`src/hw/rtl/mitm_pkg.sv`:
```
// Shared types and constants of the max intensity tile merge block.
package mitm_pkg;

   localparam int unsigned MAX_PIXELS_DEFAULT = 262144;
   localparam int unsigned FRAME_PIXELS_W     = 19;
   localparam int unsigned COUNT_W            = 19;
   localparam int unsigned CSR_INDEX_W        = 1;
   localparam int unsigned CSR_DATA_W         = FRAME_PIXELS_W;
   localparam int unsigned RSP_DEPTH          = 3;

   localparam logic [FRAME_PIXELS_W-1:0] FRAME_PIXELS_RESET = 19'd65536;

   localparam logic [CSR_INDEX_W-1:0] CSR_FRAME_PIXELS  = 1'd0;
   localparam logic [CSR_INDEX_W-1:0] CSR_FILTER_ENABLE = 1'd1;

   localparam logic [7:0] ALPHA_OPAQUE_MIN = 8'd250;
   localparam logic [7:0] BLACK_LEVEL_MAX  = 8'd5;

   typedef struct packed {
      logic [7:0] pixel_red;
      logic [7:0] pixel_green;
      logic [7:0] pixel_blue;
      logic [7:0] pixel_alpha;
      logic       first_image;
      logic       last_image;
   } req_type;

   typedef struct packed {
      logic [7:0] out_red;
      logic [7:0] out_green;
      logic [7:0] out_blue;
      logic [7:0] out_alpha;
      logic       frame_end;
      logic       reject;
   } rsp_type;

endpackage

```
`src/hw/rtl/mitm_rsp_fifo.sv`:
```
// Three-entry result queue with occupancy count for input flow control.
module mitm_rsp_fifo import mitm_pkg::*; (
   input  logic          clock,
   input  logic          reset,
   input  logic          push,
   input  rsp_type       push_data,
   output logic [1:0]    count,
   output logic          rsp_valid,
   input  logic          rsp_stall,
   output rsp_type       rsp_data
);

   rsp_type    entry_ff [RSP_DEPTH];
   logic [1:0] head_ff, head_in;
   logic [1:0] tail_ff, tail_in;
   logic [1:0] count_ff, count_in;
   logic       pop;

   assign rsp_valid = (count_ff != 2'd0);
   assign rsp_data  = entry_ff[head_ff];
   assign count     = count_ff;
   assign pop       = rsp_valid && !rsp_stall;

   always_comb begin
      head_in  = head_ff;
      tail_in  = tail_ff;
      count_in = count_ff;
      if (pop) begin
         head_in = (head_ff == 2'(RSP_DEPTH - 1)) ? 2'd0 : head_ff + 2'd1;
      end
      if (push) begin
         tail_in = (tail_ff == 2'(RSP_DEPTH - 1)) ? 2'd0 : tail_ff + 2'd1;
      end
      if (push && !pop) begin
         count_in = count_ff + 2'd1;
      end else if (pop && !push) begin
         count_in = count_ff - 2'd1;
      end
   end

   always_ff @(posedge clock) begin
      if (reset) begin
         head_ff  <= '0;
         tail_ff  <= '0;
         count_ff <= '0;
      end else begin
         head_ff  <= head_in;
         tail_ff  <= tail_in;
         count_ff <= count_in;
      end
   end

   always_ff @(posedge clock) begin
      if (push) begin
         entry_ff[tail_ff] <= push_data;
      end
   end

endmodule
```
`config.mk`:
```
export PLATFORM = sky130hd
export DESIGN_NAME = mitm_rsp_fifo
export DESIGN_NICKNAME = d
export VERILOG_FILES = /design/src/hw/rtl/mitm_pkg.sv /design/src/hw/rtl/mitm_rsp_fifo.sv
export SDC_FILE = /design/constraint.sdc
export NUM_CORES = 1
export LEC_CHECK = 0
export BUFFER_PORTS_ARGS = -buffer_cell sky130_fd_sc_hd__buf_2
export CAP_MARGIN = 30
export CORE_MARGIN = 2
export CORE_UTILIZATION = 57
export CTS_BUF_LIST = sky130_fd_sc_hd__clkbuf_2 sky130_fd_sc_hd__clkbuf_4 sky130_fd_sc_hd__clkbuf_8
export DETAILED_ROUTE_END_ITERATION = 10
export GPL_ROUTABILITY_DRIVEN = 0
export PLACE_DENSITY = 0.9
export RECOVER_POWER = 50
export SYNTH_ARGS = -nofsm -noshare
export SYNTH_HDL_FRONTEND = slang
export SYNTH_SLANG_ARGS = --single-unit
```
`constraint.sdc`:
```
create_clock -name clock -period 4.25 [get_ports clock]
set_input_delay 0.425 -clock clock [delete_from_list [all_inputs] [get_ports clock]]
set_output_delay 0.425 -clock clock [all_outputs]
set_load 0.01 [all_outputs]
```
## Word level (Yosys, flattened, before mapping)

Memories as Yosys holds them, arrays and structs flattened. A register that Yosys moved wholly into a read port is not among the register bits.
Index checks and enable logic that the tools add are counted.

- $add $sub $neg: 4
- Muxes and demuxes: 8
- Eq/ne operators: 2
- Reduce and logical (&&, ||, !) cells: 8

Operator list:

| kind | number |
|---|---|
| $mux W2 | 6 |
| $add A2 B1 Y2 const B | 3 |
| $eq A2 B2 Y1 const B | 2 |
| $reduce_bool A2 Y1 | 2 |
| $logic_and A1 B1 Y1 | 3 |
| $logic_not A1 Y1 | 3 |
| $mux W1 | 2 |
| $sub A2 B1 Y2 const B | 1 |

- Logic and storage cells: 26
- Memory bits (writable): 102
- Memories: 1
- Input bits: 38
- Bits in registers: 6

Memories:

| name | words | width | read ports | clocked after Yosys merged registers in | write ports | RTL line | text |
|---|---|---|---|---|---|---|---|
| entry_ff | 3 | 34 | 1 | 1 | 1 | mitm_rsp_fifo.sv:13 | `rsp_type entry_ff [RSP_DEPTH];` |

## Longest topological paths before layout

- Depth in word-level cells: 5
- Depth in mapped cells: 5
- Gate-level depth less buffers: 5

## Worst setup path before layout

OpenSTA, ideal clock, no wires.

- Path kind: in2reg
- Start point: in push
- End point: mem entry_ff[0][0] (netlist bit) (enable)
- Data required time: 3780 ps
- Setup time: 470 ps
- Path slack: 913 ps
- Cell stages on the path: 2
- Arrival: 2867 ps
- Buffers on the path: 0
- Path through: inv_1 > nor3_1

- Word-level cells in the longest chain between the ends: 2

RTL lines:

| what | RTL line | text |
|---|---|---|
| start: declaration | mitm_rsp_fifo.sv:5 | `input logic push,` |
| $mux W1 | mitm_rsp_fifo.sv:54 | `if (push) begin` |
| $mux W1 (implied by the code) | mitm_rsp_fifo.sv:55 | `entry_ff[tail_ff] <= push_data;` |
| end: declaration | mitm_rsp_fifo.sv:13 |  |

No other way between the ends.

==> results.sh <==
export IMPL_yosys_warnings=0
export IMPL_yosysSeqAreaShare_pct=79.1
export IMPL_cts_buffers=9
export IMPL_grt_pass1_vias=2179
export IMPL_dp_hpwl_um=4290
export IMPL_seqCellArea_mm2=0.00323
export IMPL_synth_edf_count=102
export IMPL_yosysTopAreaCellShare_pct=75.2
export IMPL_drv_cap=0
export IMPL_ys_ff_latch=110
export IMPL_crit_family="flip-flops"
export IMPL_antenna_found_initial=0
export IMPL_max_freq_mhz=480
export IMPL_synth_flop_cell="edfxtp_1"
export IMPL_drc=0
export IMPL_pin_count=75
export IMPL_syn_nets=286
export IMPL_wl_per_cell_um=15.6
export IMPL_die_x_um=88.5
export IMPL_period_share_pct=49.1
export IMPL_dieArea_mm2=0.00784
export IMPL_hold_buffers=0
export IMPL_initial_core_util_pct=59.3
export IMPL_dp_cells=411
export IMPL_drt_pass1_iter_count=4
export IMPL_rrSetupSlack_ns=2.29
export IMPL_tns_ns=0
export IMPL_syn_area_mm2=0.00407
export IMPL_syn_avg_cell_area_um2=16.5
export IMPL_post_cts_buffers=0
export IMPL_via_per_inst=5.12
export IMPL_layout_nets=365
export IMPL_drtIter0Drc=182
export IMPL_status="complete, no violations"
export IMPL_cp_max_fo=25
export IMPL_yosysTopAreaCell="edfxtp_1"
export IMPL_p_leak_nw=1.57
export IMPL_h_tree_depth=3
export IMPL_vias=2188
export IMPL_r2r_end="entry_ff[0][17]"
export IMPL_rsz0062_at_grt="no"
export IMPL_clock_skew_ns=0.0130
export IMPL_grt_pass1_wl_um=10300
export IMPL_numPortBuffers=74
export IMPL_grt_max_degree=43
export IMPL_reg2reg_from="tail_ff[0]"
export IMPL_drive_gt1_share_pct=19.3
export IMPL_cts_resized_gates=0
export IMPL_setup_viol=0
export IMPL_coreArea_mm2=0.00687
export IMPL_start_kind="register"
export IMPL_tightest_slew_ns=1.21
export IMPL_clock_root_buffer="clkbuf_8"
export IMPL_cts_sinks=110
export IMPL_synth_most_common_cell="edfxtp_1"
export IMPL_synth_distinct_cells=23
export IMPL_grt_overflow_total=0
export IMPL_fillers=495
export IMPL_slowest_stage="dfxtp_2"
export IMPL_routed_wl_um=6660
export IMPL_worst_endpoint_arrival_ns=1.66
export IMPL_synthTopCellsByCount="edfxtp_1 (102), nand2_1 (37), mux2i_1 (34), o21ai_1 (34), dfxtp_1 (8)"
export IMPL_cts_tree="built"
export IMPL_path_class="reg -> out"
export IMPL_powerDensity_mw_per_mm2=507
export IMPL_cp_required_ns=3.83
export IMPL_synth_area_leaders="edfxtp_1 (75%), mux2i_1 (8.4%), o21ai_1 (4.2%)"
export IMPL_hp_class="in -> reg"
export IMPL_endpoint="rsp_data[3]"
export IMPL_grtUsageTotal_pct=18.0
export IMPL_antenna_cells=0
export IMPL_std_cell_rows=30
export IMPL_fin_cells=427
export IMPL_synthCells=247
export IMPL_clock_tree_buffer_depth=2
export IMPL_hold_viol_final=0
export IMPL_multi_input_area_um2=790
export IMPL_worst_path_buf_inv=2
export IMPL_fin_crit_ns=2.09
export IMPL_maxSlewViolCount=0
export IMPL_end_kind="output pin"
export IMPL_die_y_um=88.5
export IMPL_critPathMaxStageDelay_ns=0.56
export IMPL_crit_chain="buf_12 -> mux2i_1 -> o21ai_1 -> buf_2"
export IMPL_syn_to_final_growth_pct=16.8
export IMPL_clk_pin_slew_worst_paths_ns=0.10
export IMPL_ant_nets=0
export IMPL_worst_ir_drop_vdd_v=0.000274
export IMPL_reg2reg_depth=2
export IMPL_path_depth=4
export IMPL_slew_limit_headroom_pct=19.5
export IMPL_insertion_delay_ns=0.35
export IMPL_ys_async_sr_fraction_pct=0
## per-layer routing
layer	track usage, %	up-vias	routed length [um]
met3	4.20	9	396
met2	29.6	55	3290
met1	23.0	1041	2880
li1	-	1083	-
met4	8.40	0	91
met5	0	-	0
## registers in the layout (all words and copies together), names as in the netlist, named ones only
register and flops:
tail_ff 2, head_ff 2, entry_ff 102, count 2
## placed cells by master (no fill, tap or decap), types with 2 or more instances in the layout
| master | Yosys | layout |
|---|---|---|
| edfxtp_1 | 102 | 102 |
| buf_2 | 4 | 40 |
| nand2_1 | 37 | 37 |
| clkbuf_1 | 4 | 36 |
| mux2i_1 | 34 | 34 |
| o21ai_1 | 34 | 34 |
| clkbuf_8 | 0 | 11 |
| dfxtp_1 | 8 | 6 |
| a21oi_1 | 3 | 4 |
| xor2_1 | 2 | 2 |
| nor2_1 | 3 | 2 |
| or3_1 | 2 | 2 |
| dfxtp_2 | 0 | 2 |
| clkinv_4 | 0 | 2 |
| buf_12 | 0 | 2 |
## power by group
part | switching [mW] | leakage [nW] | internal, mW
clock | 0.325 | 0.106 | 0.314
combinational | 0.257 | 0.449 | 0.214
sequential | 0.0511 | 1.01 | 1.25
## metrics by stage
stage | utilization [%] | hold slack (ns) | setup WS (ns) | instance area [um^2] | power [mW]
floorplan | - | 0.447 | 0.913 | 4070 | 1.62
global placement | 66.0 | 0.462 | 2.18 | 4540 | 1.78
detailed placement | 67.0 | 0.470 | 2.49 | 4600 | 1.81
CTS | 70.1 | 0.251 | 2.14 | 4820 | 2.44
global route | 69.2 | 0.281 | 2.04 | 4760 | 2.52
finish | 69.2 | 0.290 | 2.16 | 4760 | 2.41
## layout make-up
class	count	share of cell area [%]
sequential	110	67.8
multi-input combinational	125	16.6
timing repair buffer	79	8.47
clock buffer	12	3.34
tap	96	2.53
clock inverter	4	1.16
inverter	1	0.0789
## logic make-up after synthesis
| kind of cell | share of synthesized area, % |
|---|---|
| muxes | 8.36 |
| xor gates and xnor gates | 0.430 |
| adders and majority gates | 0.307 |
| buffers and inverters | 1.51 |
| AOI/OAI and AO/OA | 5.41 |
| DFF | 79.1 |
| and+or+nand+nor | 4.85 |
## worst min-delay path by stage
stage                  start              end  slack [ns]  depth (start not counted)
2_1_floorplan     head_ff[0]         register        0.45                          2
3_3_place_gp      head_ff[0]         register        0.46                          2
3_5_place_dp      head_ff[0]         register        0.47                          2
4_1_cts         push_data[3]   entry_ff[1][3]        0.25                          1
5_1_grt        push_data[11]  entry_ff[2][11]        0.28                          1
6_report        push_data[3]   entry_ff[1][3]        0.29                          1
No activity file was read; power rests on OpenSTA's default activity.
